### config.mk
export PLATFORM = sky130hd
export DESIGN_NAME = led_blinker_shared_pin_button
export DESIGN_NICKNAME = d
export VERILOG_FILES = /design/src/hw/rtl/lbsp_pkg.sv /design/src/hw/rtl/lbsp_core.sv /design/src/hw/rtl/led_blinker_shared_pin_button.sv
export SDC_FILE = /design/constraint.sdc
export NUM_CORES = 1
export LEC_CHECK = 0
export BUFFER_PORTS_ARGS = -buffer_cell sky130_fd_sc_hd__buf_2
export CAP_MARGIN = 20
export CORE_MARGIN = 4
export CORE_UTILIZATION = 25
export DETAILED_ROUTE_END_ITERATION = 10
export GPL_ROUTABILITY_DRIVEN = 0
export HOLD_SLACK_MARGIN = 0.12
export PLACE_DENSITY_LB_ADDON = 0.2
export SYNTH_ARGS = -nofsm -noshare
export SYNTH_HDL_FRONTEND = slang
export SYNTH_HIERARCHICAL = 1
export SYNTH_SLANG_ARGS = --single-unit
### constraint.sdc
create_clock -name i_clk -period 3.9 [get_ports i_clk]
set_clock_uncertainty 0.15 [all_clocks]
set_input_delay 0.195 -clock i_clk [delete_from_list [all_inputs] [get_ports i_clk]]
set_output_delay 0.195 -clock i_clk [all_outputs]
set_load 0.01 [all_outputs]
### src/hw/rtl/lbsp_pkg.sv
// Shared constants and types for the shared-pin LED blinker.
package lbsp_pkg;

    localparam int PERIOD_W   = 16;
    localparam int DEBOUNCE_W = 11;
    localparam int PATTERN_W  = 3;
    localparam int CFG_IDX_W  = 1;
    localparam int CFG_DATA_W = 16;

    localparam logic [PERIOD_W-1:0]   BLINK_PERIOD_RST    = PERIOD_W'(500);
    localparam logic [DEBOUNCE_W-1:0] DEBOUNCE_RELOAD_RST = DEBOUNCE_W'(3);

    localparam logic [CFG_IDX_W-1:0] CFG_BLINK_PERIOD    = 1'b0;
    localparam logic [CFG_IDX_W-1:0] CFG_DEBOUNCE_RELOAD = 1'b1;

    localparam logic OP_TICK = 1'b0;
    localparam logic OP_SET  = 1'b1;

    localparam logic [PATTERN_W-1:0] PAT_OFF  = 3'd0;
    localparam logic [PATTERN_W-1:0] PAT_ON   = 3'd1;
    localparam logic [PATTERN_W-1:0] PAT_RED  = 3'd2;
    localparam logic [PATTERN_W-1:0] PAT_BLUE = 3'd3;
    localparam logic [PATTERN_W-1:0] PAT_BOTH = 3'd4;
    localparam logic [PATTERN_W-1:0] PAT_ALT  = 3'd5;

    typedef struct packed {
        logic red_on;
        logic blue_on;
        logic sense_window;
        logic button_pressed;
    } t_result;

endpackage

### src/hw/rtl/lbsp_core.sv
// Blink phase counter, LED pattern decode and button debounce state.
module lbsp_core
    import lbsp_pkg::*;
#(
    parameter logic [DEBOUNCE_W-1:0] DEBOUNCE_INIT = DEBOUNCE_RELOAD_RST
) (
    input  logic                  i_clk,
    input  logic                  i_rst_n,
    input  logic                  i_step,
    input  logic                  i_operation,
    input  logic [PATTERN_W-1:0]  i_pattern,
    input  logic                  i_leds_enabled,
    input  logic                  i_button_level,
    input  logic [PERIOD_W-1:0]   i_blink_period,
    input  logic [DEBOUNCE_W-1:0] i_debounce_reload,
    output t_result               o_result,
    output logic                  o_pressed_flag
);

    logic [PERIOD_W-1:0]   r_tick_count, n_tick_count, tick_inc;
    logic                  r_phase, n_phase;
    logic [DEBOUNCE_W-1:0] r_debounce_left, n_debounce_left, debounce_dec;
    logic                  r_pressed, n_pressed;
    logic                  r_red_lit, n_red_lit;
    logic                  r_blue_lit, n_blue_lit;
    logic                  sensed;

    always_comb begin
        n_tick_count    = r_tick_count;
        n_phase         = r_phase;
        n_debounce_left = r_debounce_left;
        n_pressed       = r_pressed;
        n_red_lit       = r_red_lit;
        n_blue_lit      = r_blue_lit;
        sensed          = 1'b0;
        tick_inc        = r_tick_count + PERIOD_W'(1);
        debounce_dec    = r_debounce_left - DEBOUNCE_W'(1);

        if (i_operation == OP_SET) begin
            if (!i_leds_enabled || i_pattern == PAT_OFF) begin
                n_red_lit  = 1'b0;
                n_blue_lit = 1'b0;
            end else begin
                case (i_pattern)
                    PAT_RED: begin
                        n_red_lit  = 1'b1;
                        n_blue_lit = 1'b0;
                    end
                    PAT_BLUE: begin
                        n_red_lit  = 1'b0;
                        n_blue_lit = 1'b1;
                    end
                    PAT_BOTH: begin
                        n_red_lit  = 1'b1;
                        n_blue_lit = 1'b1;
                    end
                    default: begin
                    end
                endcase
            end
        end else begin
            n_tick_count = tick_inc;
            if (tick_inc >= i_blink_period) begin
                n_tick_count = '0;
                n_phase      = ~r_phase;
                if (r_pressed || i_pattern == PAT_ON) begin
                    n_red_lit  = 1'b1;
                    n_blue_lit = 1'b1;
                end else if (!i_leds_enabled || i_pattern == PAT_OFF) begin
                    n_red_lit  = 1'b0;
                    n_blue_lit = 1'b0;
                end else begin
                    case (i_pattern)
                        PAT_ALT: begin
                            n_red_lit  = n_phase;
                            n_blue_lit = ~n_phase;
                            sensed     = n_phase;
                        end
                        PAT_BLUE: begin
                            n_red_lit  = 1'b0;
                            n_blue_lit = ~n_phase;
                            sensed     = 1'b1;
                        end
                        PAT_RED: begin
                            n_red_lit  = ~n_phase;
                            n_blue_lit = 1'b0;
                            sensed     = ~n_phase;
                        end
                        PAT_BOTH: begin
                            n_red_lit  = ~n_phase;
                            n_blue_lit = ~n_phase;
                            sensed     = ~n_phase;
                        end
                        default: begin
                        end
                    endcase
                end
                if (sensed) begin
                    if (!i_button_level) begin
                        n_debounce_left = debounce_dec;
                        if (debounce_dec == '0) begin
                            n_pressed       = 1'b1;
                            n_debounce_left = i_debounce_reload;
                        end
                    end else begin
                        n_debounce_left = i_debounce_reload;
                    end
                end
            end
        end
    end

    always_ff @(posedge i_clk) begin
        if (!i_rst_n) begin
            r_tick_count    <= '0;
            r_phase         <= 1'b0;
            r_debounce_left <= DEBOUNCE_INIT;
            r_pressed       <= 1'b0;
            r_red_lit       <= 1'b0;
            r_blue_lit      <= 1'b0;
        end else if (i_step) begin
            r_tick_count    <= n_tick_count;
            r_phase         <= n_phase;
            r_debounce_left <= n_debounce_left;
            r_pressed       <= n_pressed;
            r_red_lit       <= n_red_lit;
            r_blue_lit      <= n_blue_lit;
        end
    end

    assign o_result.red_on         = n_red_lit;
    assign o_result.blue_on        = n_blue_lit;
    assign o_result.sense_window   = sensed;
    assign o_result.button_pressed = n_pressed;
    assign o_pressed_flag          = r_pressed;

endmodule

### src/hw/rtl/led_blinker_shared_pin_button.sv
// Red/blue LED blinker with a push button sensed on the red LED's pin.
// Each accepted beat (a millisecond tick or a steady-pattern set) is handled in
// the cycle it is accepted and its result lands in one output register, so the
// block takes one beat per cycle whenever the output is empty or being taken.
// The debounce counter reloads whenever the pin reads high in a sense window,
// and the sticky pressed flag is cleared only by reset. Configure blink_period
// (index 0) and debounce_reload (index 1) while idle.
module led_blinker_shared_pin_button
    import lbsp_pkg::*;
#(
    parameter logic [PERIOD_W-1:0]   BLINK_PERIOD_INIT    = BLINK_PERIOD_RST,
    parameter logic [DEBOUNCE_W-1:0] DEBOUNCE_RELOAD_INIT = DEBOUNCE_RELOAD_RST
) (
    input  logic                  i_clk,
    input  logic                  i_rst_n,
    input  logic                  i_cfg_wr_en,
    input  logic [CFG_IDX_W-1:0]  i_cfg_index,
    input  logic [CFG_DATA_W-1:0] i_cfg_data,
    input  logic                  i_in_valid,
    output logic                  o_in_ready,
    input  logic                  i_operation,
    input  logic [PATTERN_W-1:0]  i_pattern,
    input  logic                  i_leds_enabled,
    input  logic                  i_button_level,
    output logic                  o_out_valid,
    input  logic                  i_out_ready,
    output logic                  o_red_on,
    output logic                  o_blue_on,
    output logic                  o_sense_window,
    output logic                  o_button_pressed
);

    logic [PERIOD_W-1:0]   r_blink_period;
    logic [DEBOUNCE_W-1:0] r_debounce_reload;
    logic                  r_out_valid;
    t_result               r_result;
    t_result               step_result;
    logic                  pressed_flag;
    logic                  in_accept;

    assign o_in_ready = !r_out_valid || i_out_ready;
    assign in_accept  = i_in_valid && o_in_ready;

    always_ff @(posedge i_clk) begin
        if (!i_rst_n) begin
            r_blink_period    <= BLINK_PERIOD_INIT;
            r_debounce_reload <= DEBOUNCE_RELOAD_INIT;
        end else if (i_cfg_wr_en) begin
            case (i_cfg_index)
                CFG_BLINK_PERIOD:    r_blink_period    <= i_cfg_data;
                CFG_DEBOUNCE_RELOAD: r_debounce_reload <= i_cfg_data[DEBOUNCE_W-1:0];
                default: begin
                end
            endcase
        end
    end

    lbsp_core #(
        .DEBOUNCE_INIT (DEBOUNCE_RELOAD_INIT)
    ) u_core (
        .i_clk             (i_clk),
        .i_rst_n           (i_rst_n),
        .i_step            (in_accept),
        .i_operation       (i_operation),
        .i_pattern         (i_pattern),
        .i_leds_enabled    (i_leds_enabled),
        .i_button_level    (i_button_level),
        .i_blink_period    (r_blink_period),
        .i_debounce_reload (r_debounce_reload),
        .o_result          (step_result),
        .o_pressed_flag    (pressed_flag)
    );

    always_ff @(posedge i_clk) begin
        if (!i_rst_n) begin
            r_out_valid <= 1'b0;
        end else if (o_in_ready) begin
            r_out_valid <= i_in_valid;
        end
    end

    always_ff @(posedge i_clk) begin
        if (in_accept) begin
            r_result <= step_result;
        end
    end

    assign o_out_valid      = r_out_valid;
    assign o_red_on         = r_result.red_on;
    assign o_blue_on        = r_result.blue_on;
    assign o_sense_window   = r_result.sense_window;
    assign o_button_pressed = r_result.button_pressed;

    a_set_never_senses: assert property (@(posedge i_clk) disable iff (!i_rst_n)
        (in_accept && i_operation == OP_SET) |=> (o_out_valid && !o_sense_window))
        else $error("steady-pattern beat reported a sense window");

    a_pressed_sticky: assert property (@(posedge i_clk) disable iff (!i_rst_n)
        pressed_flag |=> pressed_flag)
        else $error("pressed flag cleared without reset");

    a_result_tracks_flag: assert property (@(posedge i_clk) disable iff (!i_rst_n)
        in_accept |=> (o_button_pressed == pressed_flag))
        else $error("reported pressed flag differs from core state");

endmodule
# Word level (Yosys, flattened, before mapping)
# Index checks and enable logic that the tools add are counted.
# Widths: inputs -> output; s select.
# totals
out_inout_bits	6
elab_cells	69
reg_bits	63
inputBits	28
# classes
bitwise_logic	4
reduce_logical	17
addsub	2
n_eq_ne	5
magnitude_cmp	1
muxes	27
# op_table
op	count
$mux 11	2
$mux 1	19
$add 16x1->16 const B	1
$ge 16x16->1	1
$mux 16	1
$logic_not 11->1	1
$sub 11x1->11 const B	1
$eq 3x2->1 const B	2
$eq 3x3->1 const B	2
$pmux 1 s2	3
$pmux 1 s3	2
$reduce_and 2->1	3
$reduce_or 2->1	3
$not 1->1	4
$reduce_and 4->1	1
$eq 3x1->1 const B	1
$logic_not 3->1	1
$logic_or 1x1->1	3
$reduce_and 3->1	1
$reduce_or 3->1	1
$logic_not 1->1	2
$logic_and 1x1->1	1

# Depth between registers and ports, before layout
# Gate-level depths: netlist (run 1).
# depth
word_depth	10
ltp_mapped	14
ltp_nobuf	12

# By module
# Netlist (run 1), hierarchy kept.
# by_module_without_submodules
module	n_inst	seq_area_each_um2	cells_per_inst	area_each_um2
lbsp_core	1	620.6	341	2661.3
led_blinker_shared_pin_button	1	680.7	126	1233.7

# Least setup slack after synthesis (run 1)
# Ideal clock, no wire load.
# synth_timing
path_type	reg-to-reg
startpoint	reg u_core.r_tick_count[6]
endpoint	reg r_result (netlist bit o_blue_on), data pin
t_arrival_ns	3.150
n_path_buf	3
path_slack_ns	0.475
path_stages_with_launch	15
period_less_slack_ns	3.425
t_required_ns	3.625
setup_ns	0.125
cell_sequence	dfxtp_1 -> clkbuf_1 -> nand3_1 -> nor4_1 -> nand4_1 -> xnor2_1 -> ha_1 -> nand4_1 -> nor3_1 -> a32oi_2 -> and3_1 -> buf_2 -> a221o_1 -> nand2_1 -> buf_4
# synth_between
elab_chain_len	4
# synth_rtl
element	line	rtl
start: declaration	lbsp_core.sv:20	logic [PERIOD_W-1:0] r_tick_count, n_tick_count, tick_inc;
start signal: assignment	lbsp_core.sv:122	r_tick_count <= n_tick_count;
$add 16x1->16	lbsp_core.sv:36	tick_inc = r_tick_count + PERIOD_W'(1);
$ge 16x16->1	lbsp_core.sv:63	if (tick_inc >= i_blink_period) begin
$mux 1	lbsp_core.sv:63	
$mux 1	lbsp_core.sv:39	if (i_operation == OP_SET) begin
named net u_core.n_blue_lit	lbsp_core.sv:25	logic r_blue_lit, n_blue_lit;
end signal: assignment	led_blinker_shared_pin_button.sv:84	r_result <= step_result;
end: declaration	led_blinker_shared_pin_button.sv:36	t_result r_result;
# The timed path passes the listed nets, and every way through them passes these cells.
# A chain may end at the register's enable or synchronous reset.

# Worst setup path in the final report (run 1)
# layout_timing
startpoint	reg u_core.r_tick_count[0]
endpoint	reg u_core.r_red_lit
# layout_between
elab_chain_len	4
# layout_rtl
element	line	rtl
$add 16x1->16	lbsp_core.sv:36	
$ge 16x16->1	lbsp_core.sv:63	
$mux 1	lbsp_core.sv:63	
$mux 1	lbsp_core.sv:39	
end signal: assignment	lbsp_core.sv:126	r_red_lit <= n_red_lit;
end: declaration	lbsp_core.sv:24	logic r_red_lit, n_red_lit;
# Every way passes these cells.

==> results of run 1 <==
[where the power goes]
group	leakage [µW]	internal, µW	total, µW	switching (µW)
logic	0.00135	67.7	155	87.3
clock network	0.000144	508	801	293
registers	0.000521	672	684	11.7
[cell usage after synthesis (all sizes together), types with 2 or more instances]
master   instances  area share [%]
a221o            2            0.51
buf             19             3.9
nor3b            2            0.39
inv             43             4.1
o211ai          11             2.1
and3             8             1.3
and2             6            0.96
nor4             3            0.87
nand3b           7             1.3
or2              2            0.32
o21a             2            0.39
dfxtp           59              30
edfxtp           4             3.1
nand2b           6            0.96
or3              5            0.84
nor2            13             1.3
a211oi           7             1.3
and4             2            0.45
o22ai            5            0.80
nand3           20             2.6
o211a            8             2.1
ha              19             6.1
xor2            10             2.4
xnor2            7             1.6
a31oi           15             2.4
a311oi           3            0.67
a2bb2oi          2            0.45
nor3            16             2.1
clkbuf          10            0.96
a21boi           2            0.39
mux2i           20             5.1
nand4           15             2.4
o21ai           21             2.7
nor2b            4            0.71
nand2           55             5.3
a21oi           15             1.9
[timing repair]
item / CTS / global route
gates resized for setup: 0 / 3
setup endpoints to repair: 0 / 28
hold endpoints to repair: 32 / 0
hold buffers: 22 / 0
[metal layers]
metal  up-vias  global-route usage [%]
met5         -                       0
met3         9                    2.74
met1      1620                    15.4
li1       1772                       -
met4         0                    3.98
met2        54                    18.5
[cells by family after synthesis]
family | share of synthesized area, %
buffers and inverters | 9.51
XOR/XNOR | 4.02
adder cells (fa/ha/maj) | 6.10
flip-flops | 33.4
AND/OR/NAND/NOR | 22.5
AO/OA/AOI/OAI | 19.3
multiplexers | 5.14
[registers in the layout, summed over array words and instances, names as in the netlist]
name	flops
o_blue_on	1
u_core/o_pressed_flag	1
r_debounce_reload	11
o_out_valid	1
o_red_on	1
u_core/r_red_lit	1
u_core/r_blue_lit	1
o_button_pressed	1
u_core/r_debounce_left	11
o_sense_window	1
r_blink_period	16
u_core/r_phase	1
u_core/r_tick_count	16
[worst paths after layout]
check                                            end                   start  slack (ns)  depth (start not counted)
worst max-delay path                u_core/r_red_lit  u_core/r_tick_count[0]        0.41                         12
worst min-delay path            r_debounce_reload[2]             i_cfg_wr_en        0.14                          3
worst max register to register      u_core/r_red_lit  u_core/r_tick_count[0]        0.41                         12
worst min register to register    r_blink_period[10]      r_blink_period[10]        0.31                          2
[worst register-to-register path, cell delays in order (launching register included)]
cell and delay [ns]:
dfxtp_1 0.41, ha_1 0.28, nand3_1 0.17, nor3_2 0.29, and4_1 0.29, xor2_1 0.09
ha_1 0.28, nand4_1 0.12, nor3_2 0.26, a32oi_2 0.18, and3_2 0.35, a221o_1 0.40
a31oi_1 0.16
[layout make-up]
class	count	area share, %
Timing Repair Buffer	66	9.90
Multi-Input combinational cell	330	47.3
Inverter	43	3.41
Clock inverter	6	1.27
Sequential cell	63	27.5
Tap cell	211	5.58
Clock buffer	10	5.05
[placed cells by master, fill, tap and decap left out, types with 3 or more instances in the layout]
cell	n
a211oi_1	7
clkbuf_16	9
buf_2	33
nand2_1	55
xnor2_1	7
ha_1	19
dfxtp_1	59
nor2b_1	3
o211ai_1	11
xor2_1	9
clkinv_2	3
o211a_1	8
a21oi_1	15
buf_4	11
edfxtp_1	4
or3_1	4
nor2_1	13
and3_1	7
nand3_1	20
a311oi_1	3
o21ai_0	20
o22ai_1	5
and2_1	6
nand3b_1	7
dlygate4sd3_1	22
mux2i_1	20
nand4_1	15
nand2b_1	6
nor3_1	14
a31oi_1	15
inv_1	43
[through the flow]
| step | std cells | utilization, % | hold slack (ns) |
|---|---|---|---|
| after global routing | 729 | 31.0 | 0.145 |
| after detailed placement | 691 | 27.5 | 0.302 |
| final | 729 | 31.0 | 0.136 |
| after CTS | 729 | 30.9 | 0.120 |
| after floorplan | 467 | - | 0.183 |
| after global placement | 691 | 27.5 | 0.290 |
==> impl_metrics.env, run 1 <==
export IMPL_status="finished clean"
export IMPL_crit_type="reg2reg"
export IMPL_crit_required_ns=4.00
export IMPL_crit_path_max_incr_delay_ns=0.41
export IMPL_pre_cts_slack_ns=0.130
export IMPL_die_area_mm2=0.0176
export IMPL_drv_slew=0
export IMPL_hp_class="in2reg"
export IMPL_vdd_ir_drop_max_mv=0.194
export IMPL_dpl_instance_area_mm2=0.00420
export IMPL_rsz0062_at_grt="false"
export IMPL_crit_buf_inv=0
export IMPL_ys_seq_elements=63
export IMPL_synth_cell_types=65
export IMPL_io_pins=34
export IMPL_antenna_found_initial=0
export IMPL_clockBufferDepth=2
export IMPL_cts_tree="built"
export IMPL_drc=0
export IMPL_worst_pin_slew_ns=0.903
export IMPL_fin_total_pwr_uw=1640
export IMPL_fin_crit_ns=3.49
export IMPL_cts_made_buffers=9
export IMPL_setup_worst_path_start_class="flop"
export IMPL_fillers=1644
export IMPL_syn_to_final_growth_pct=21.4
export IMPL_wl_met3_um=305
export IMPL_setup_slack_ns=0.412
export IMPL_grt_ovfl_total=0
export IMPL_hold_viol=0
export IMPL_path_clk_slew_ns=0.06
export IMPL_rows=45
export IMPL_cts_root_buf="clkbuf_16"
export IMPL_crit_chain="ha_1, nand3_1, nor3_2, and4_1, xor2_1, ha_1, nand4_1, nor3_2, a32oi_2, and3_2, a221o_1, a31oi_1"
export IMPL_finalCritPeriodShare_pct=89.4
export IMPL_yosysSeqAreaShare_pct=33.4
export IMPL_end_kind="flop"
export IMPL_grt_usage_pct=11.6
export IMPL_initial_utilization_pct=25.5
export IMPL_synth_area_per_cell_um2=8.34
export IMPL_cp_top_family="simple AND/OR/NAND/NOR gates"
export IMPL_setup_viol=0
export IMPL_p_leak_uw=0.00201
export IMPL_final_area_mm2=0.00473
export IMPL_top_layer="met4"
export IMPL_place_detailed_hpwl_um=7160
export IMPL_ys_warn_count=6
export IMPL_portBuffers=33
export IMPL_firstDrtPassIters=4
export IMPL_path_max_fanout=14
export IMPL_tns_ns=0
export IMPL_synth_top_flop_cell="dfxtp_1"
export IMPL_synth_area_mm2=0.00389
export IMPL_route_met2_wl_um=4520
export IMPL_wl_um=10100
export IMPL_clock_sinks=63
export IMPL_synthArstFlopShare_pct=0
export IMPL_slowest_stage="dfxtp_1"
export IMPL_drt_wirelength_per_cell_um=13.8
export IMPL_first_iter_violations=230
export IMPL_post_cts_repair_setup_buffers=0
export IMPL_first_global_vias=3388
export IMPL_maxCapViolCount=0
export IMPL_synth_nets=514
export IMPL_chipWidth_um=133
export IMPL_nets=560
export IMPL_vias=3455
export IMPL_die_h_um=133
export IMPL_fmax_mhz=287
export IMPL_m1WireLength_um=5110
export IMPL_regArea_mm2=0.00130
export IMPL_core_area_mm2=0.0153
export IMPL_worst_skew_pair_late_latency_ns=0.33
export IMPL_via_per_inst=4.74
export IMPL_drive_gt1_share_pct=14.3
export IMPL_h_tree_depth=3
export IMPL_critPathArrivalTime_ns=3.59
export IMPL_p_per_area_mw_per_mm2=347
export IMPL_synthCells=467
export IMPL_slew_headroom_pct=39.5
export IMPL_antenna_left=0
export IMPL_synth_edff_count=4
export IMPL_grt_max_degree=59
export IMPL_num_antenna_cells=0
export IMPL_multi_input_area_mm2=0.00223
export IMPL_grt_pass1_wl_um=16600
Power figures use the tool's default switching activity.
==> inputs of run 2 (changes only) <==
--- a/config.mk
+++ b/config.mk
@@ -8,7 +8,7 @@
 export BUFFER_PORTS_ARGS = -buffer_cell sky130_fd_sc_hd__buf_2
 export CAP_MARGIN = 20
 export CORE_MARGIN = 4
-export CORE_UTILIZATION = 25
+export CORE_UTILIZATION = 35
 export DETAILED_ROUTE_END_ITERATION = 10
 export GPL_ROUTABILITY_DRIVEN = 0
 export HOLD_SLACK_MARGIN = 0.12
==> constraint.sdc (replaced) <==
create_clock -name i_clk -period 4.4 [get_ports i_clk]
set_clock_uncertainty 0.15 [all_clocks]
set_input_delay 0.22 -clock i_clk [delete_from_list [all_inputs] [get_ports i_clk]]
set_output_delay 0.22 -clock i_clk [all_outputs]
set_load 0.01 [all_outputs]
==> impl_metrics.env, run 2 (synthesis results as in run 1) <==
export IMPL_setup_worst_path_start_class="flop"
export IMPL_worst_skew_pair_late_latency_ns=0.34
export IMPL_setup_slack_ns=0.480
export IMPL_slowest_stage="and3_1"
export IMPL_clock_sinks=63
export IMPL_cts_root_buf="clkbuf_8"
export IMPL_firstDrtPassIters=6
export IMPL_cts_made_buffers=9
export IMPL_crit_path_max_incr_delay_ns=0.74
export IMPL_worstReg2RegStart="u_core/r_tick_count[0]"
export IMPL_grt_pass1_wl_um=15500
export IMPL_slew_headroom_pct=40.3
export IMPL_status="finished clean"
export IMPL_syn_to_final_growth_pct=15.0
export IMPL_end_kind="flop"
export IMPL_path_max_fanout=20
export IMPL_crit_required_ns=4.35
export IMPL_die_area_mm2=0.0129
export IMPL_core_area_mm2=0.0109
export IMPL_num_antenna_cells=0
export IMPL_place_detailed_hpwl_um=6760
export IMPL_reg2reg_setup_slack_ns=0.48
export IMPL_grt_usage_pct=14.9
export IMPL_seqPwrFrac_pct=51.3
export IMPL_drt_wirelength_per_cell_um=14.5
export IMPL_fillers=1084
export IMPL_fmax_mhz=255
export IMPL_reg_top3="r_blink_period x16, u_core/r_tick_count x16"
export IMPL_rsz0062_at_grt="false"
export IMPL_first_iter_violations=229
export IMPL_hold_viol=0
export IMPL_chipWidth_um=113
export IMPL_power_frac_clock_pct=37.2
export IMPL_mostFrequentLayoutCells="dfxtp_1, nand2_1, inv_1"
export IMPL_crit_type="reg2reg"
export IMPL_path_clk_slew_ns=0.06
export IMPL_fin_util_pct=41.1
export IMPL_io_pins=34
export IMPL_die_h_um=113
export IMPL_portBuffers=33
export IMPL_h_tree_depth=3
export IMPL_combPwrFrac_pct=11.5
export IMPL_pre_cts_slack_ns=0.542
export IMPL_p_per_area_mw_per_mm2=264
export IMPL_r2r_cells=12
export IMPL_drive_gt1_share_pct=11.9
export IMPL_vdd_ir_drop_max_mv=0.143
export IMPL_grt_ovfl_total=0
export IMPL_cts_resized=0
export IMPL_p_leak_uw=0.00193
export IMPL_drc=0
export IMPL_rows=38
export IMPL_initial_utilization_pct=35.8
export IMPL_fin_crit_ns=3.92
export IMPL_crit_chain="ha_1, nand3_1, nor3_1, and4_1, xor2_1, ha_1, nand4_1, nor3_1, a21oi_1, and3_1, a221o_1, nand2_1"
export IMPL_whs_endpoint="r_debounce_reload[2]"
export IMPL_setup_viol=0
export IMPL_final_common_cell="dfxtp_1"
export IMPL_p_int_uw=883
export IMPL_antenna_found_initial=0
export IMPL_hold_buffers=25
export IMPL_critPathArrivalTime_ns=3.87
export IMPL_finalCritPeriodShare_pct=89.1
export IMPL_vias=3494
export IMPL_worst_pin_slew_ns=0.892
export IMPL_first_global_vias=3203
export IMPL_drv_slew=0
export IMPL_hp_class="in2reg"
export IMPL_maxCapViolCount=0
export IMPL_clockBufferDepth=2
export IMPL_via_per_inst=5.35
export IMPL_r2r_end="o_blue_on"
export IMPL_hp_start="i_cfg_index"
export IMPL_wl_um=9500
export IMPL_switching_share_pct=25.2
export IMPL_holdPathStages=3
export IMPL_crit_path_start="u_core/r_tick_count[0]"
export IMPL_antenna_left=0
export IMPL_tns_ns=0
export IMPL_nets=557
export IMPL_cts_tree="built"
export IMPL_p_switching_uw=298
export IMPL_post_cts_repair_setup_buffers=0
export IMPL_grt_max_degree=59
==> run 2: power groups by stage <==
stage                     Clock (µW)  Sequential, µW  Combinational [µW]
after floorplan                    0             617                85.3
after global placement             0             618                 117
after detailed placement           0             619                 119
after CTS                        460             606                 135
after global routing             481             608                 151
final                            440             606                 136
==> run 2: cell type report <==
type                       instances  area, µm²  area share, %
multi-input combinational        330       2220           49.7
tap                              140        175           3.91
timing repair buffer              63        453           10.1
sequential                        63       1300           29.1
inverter                          43        161           3.60
clock inverter                     1       5.00          0.112
clock buffer                      13        159           3.55
==> run 2: stage by stage <==
step | cells | hold slack, ns | instance area [µm²] | total power (µW)
finish | 653 | 0.138 | 4480 | 1180
global route | 653 | 0.146 | 4480 | 1240
CTS | 653 | 0.121 | 4480 | 1200
detailed placement | 614 | 0.302 | 4060 | 738
global placement | 614 | 0.296 | 4060 | 735
floorplan | 467 | 0.208 | 3890 | 702
==> run 2: layer usage <==
metal / track usage [%] / up-vias / wire length (µm)
met5: 0 / - / 0
li1: - / 1762 / -
met3: 3.29 / 13 / 387
met2: 23.4 / 82 / 4380
met1: 19.8 / 1637 / 4560
met4: 6.41 / 0 / 171
==> run 2: worst max path at each step <==
stage,endpoint,slack (ns),depth (start not counted)
after detailed placement,o_blue_on,0.54,12
after global routing,u_core/r_debounce_left[9],0.06,12
after global placement,o_blue_on,0.64,12
after floorplan,o_blue_on,0.97,14
final,o_blue_on,0.48,12
after CTS,o_blue_on,0.54,12
==> run 2: critical path: cells and delay by family (launching register included) <==
| family | cells | cell delay (ns) |
|---|---|---|
| AND/OR/NAND/NOR | 7 | 1.83 |
| XOR/XNOR | 1 | 0.16 |
| adder cells (fa/ha/maj) | 2 | 0.52 |
| AO/OA/AOI/OAI | 2 | 0.58 |
| flip-flops | 1 | 0.42 |
==> inputs of run 3 (changes only) <==
--- a/config.mk
+++ b/config.mk
@@ -12,7 +12,7 @@
 export DETAILED_ROUTE_END_ITERATION = 10
 export GPL_ROUTABILITY_DRIVEN = 0
 export HOLD_SLACK_MARGIN = 0.12
-export PLACE_DENSITY_LB_ADDON = 0.2
+export PLACE_DENSITY_LB_ADDON = 0.15
 export SYNTH_ARGS = -nofsm -noshare
 export SYNTH_HDL_FRONTEND = slang
 export SYNTH_HIERARCHICAL = 1
==> impl_metrics.env, run 3 (synthesis results as in run 1) <==
export IMPL_status="finished clean"
export IMPL_grt_pass1_wl_um=16400
export IMPL_cts_tree="built"
export IMPL_h_tree_depth=3
export IMPL_drv_slew=0
export IMPL_crit_required_ns=4.51
export IMPL_die_h_um=113
export IMPL_wl_um=9620
export IMPL_vdd_ir_drop_max_mv=0.222
export IMPL_clock_sinks=63
export IMPL_slowest_stage="nand4_1"
export IMPL_maxCapViolCount=0
export IMPL_fmax_mhz=263
export IMPL_reg_top3="r_blink_period x16, u_core/r_tick_count x16"
export IMPL_critPathArrivalTime_ns=3.92
export IMPL_path_max_fanout=12
export IMPL_final_common_cell="dfxtp_1"
export IMPL_setup_viol=0
export IMPL_vias=3443
export IMPL_pre_cts_slack_ns=0.339
export IMPL_rows=38
export IMPL_firstDrtPassIters=4
export IMPL_tns_ns=0
export IMPL_mostFrequentLayoutCells="dfxtp_1, nand2_1, inv_1"
export IMPL_die_area_mm2=0.0129
export IMPL_worst_skew_pair_late_latency_ns=0.35
export IMPL_first_global_vias=3362
export IMPL_num_antenna_cells=0
export IMPL_drc=0
export IMPL_crit_path_max_incr_delay_ns=0.51
export IMPL_hold_viol=0
export IMPL_portBuffers=33
export IMPL_syn_to_final_growth_pct=14.1
export IMPL_cp_top_family="simple AND/OR/NAND/NOR gates"
export IMPL_crit_buf_inv=0
export IMPL_cts_root_buf="clkbuf_8"
export IMPL_slew_headroom_pct=39.5
export IMPL_setup_slack_ns=0.594
export IMPL_place_detailed_hpwl_um=6850
export IMPL_antenna_found_initial=0
export IMPL_first_iter_violations=290
export IMPL_p_leak_uw=0.00191
export IMPL_crit_type="reg2reg"
export IMPL_end_kind="flop"
export IMPL_grt_usage_pct=15.7
export IMPL_antenna_left=0
export IMPL_crit_chain="ha_1, nand3_1, nor3_1, and4_1, xor2_1, ha_1, nand4_1, nor3_1, a21oi_1, nand4_1, or3_1, a31oi_1"
export IMPL_chipWidth_um=113
export IMPL_initial_utilization_pct=35.8
export IMPL_via_per_inst=5.28
export IMPL_setup_worst_path_start_class="flop"
export IMPL_grt_ovfl_total=0
export IMPL_core_area_mm2=0.0109
export IMPL_grt_max_degree=59
export IMPL_rsz0062_at_grt="false"
export IMPL_hp_class="in2reg"
export IMPL_drive_gt1_share_pct=12.1
export IMPL_p_per_area_mw_per_mm2=262
export IMPL_fin_crit_ns=3.81
export IMPL_path_clk_slew_ns=0.06
export IMPL_finalCritPeriodShare_pct=86.5
export IMPL_clockBufferDepth=2
export IMPL_cts_made_buffers=9
export IMPL_drt_wirelength_per_cell_um=14.8
export IMPL_io_pins=34
export IMPL_worst_pin_slew_ns=0.903
export IMPL_nets=554
run 3: cell count changes in the layout (fill, tap and decap cells not counted), sizes merged:
cell / before / now
clkbuf: 13 / 12
dlygate4sd3: 25 / 23
buf: 38 / 37
clkinvlp: 0 / 1
clkinv: 1 / 3
run 3: final cells by class:
class / count / area [µm²]
tap: 140 / 175
fill: 1132 / 6440
clock inverter: 4 / 22.5
clock buffer: 12 / 135
sequential: 63 / 1300
multi-input combinational: 330 / 2220
timing repair buffer: 60 / 425
inverter: 43 / 161
run 3: path summary, 6_finish.rpt:
path	start	to	slack, ns	depth (start not counted)
setup / recovery	u_core/r_tick_count[0]	u_core/r_tick_count[6]	0.59	12
hold / removal	i_cfg_wr_en	r_debounce_reload[6]	0.14	3
setup reg to reg	u_core/r_tick_count[0]	u_core/r_tick_count[6]	0.59	12
hold reg to reg	r_debounce_reload[3]	r_debounce_reload[3]	0.31	2
run 3: tightest hold or removal path, cell delays in order:
cell,delay (ns)
buf_2,0.19
nand4_1,0.11
o21ai_0,0.07
run 3: metal layers:
layer  routed length, µm  global-route usage [%]  up-vias
met1                4540                    20.8     1603
met2                4450                    24.9       63
met4                 117                    4.09        0
met5                   0                       0        -
li1                    -                       -     1766
met3                 511                    4.67       11
run 3: stage by stage:
stage	total power, µW	util, %	hold slack (ns)	instance area [µm²]	std cells
CTS	1190	40.8	0.121	4440	652
global placement	738	37.3	0.295	4060	613
finish	1170	40.8	0.145	4450	652
detailed placement	740	37.3	0.299	4060	613
floorplan	702	-	0.208	3890	467
global route	1240	40.8	0.151	4450	652
run 3: timing repair:
| item | 4_1_cts | 5_1_grt |
|---|---|---|
| hold endpoints to repair | 32 | 0 |
| gates resized for setup | 0 | 1 |
| endpoints found under the setup margin | 0 | 7 |
| buffers inserted | 0 | 0 |
| hold buffers | 23 | 0 |
run 3: report_power, final:
| group | total, µW | internal [µW] | switching [µW] |
|---|---|---|---|
| Clock | 425 | 202 | 223 |
| Combinational | 136 | 59.5 | 76.5 |
| Sequential | 605 | 595 | 10.0 |
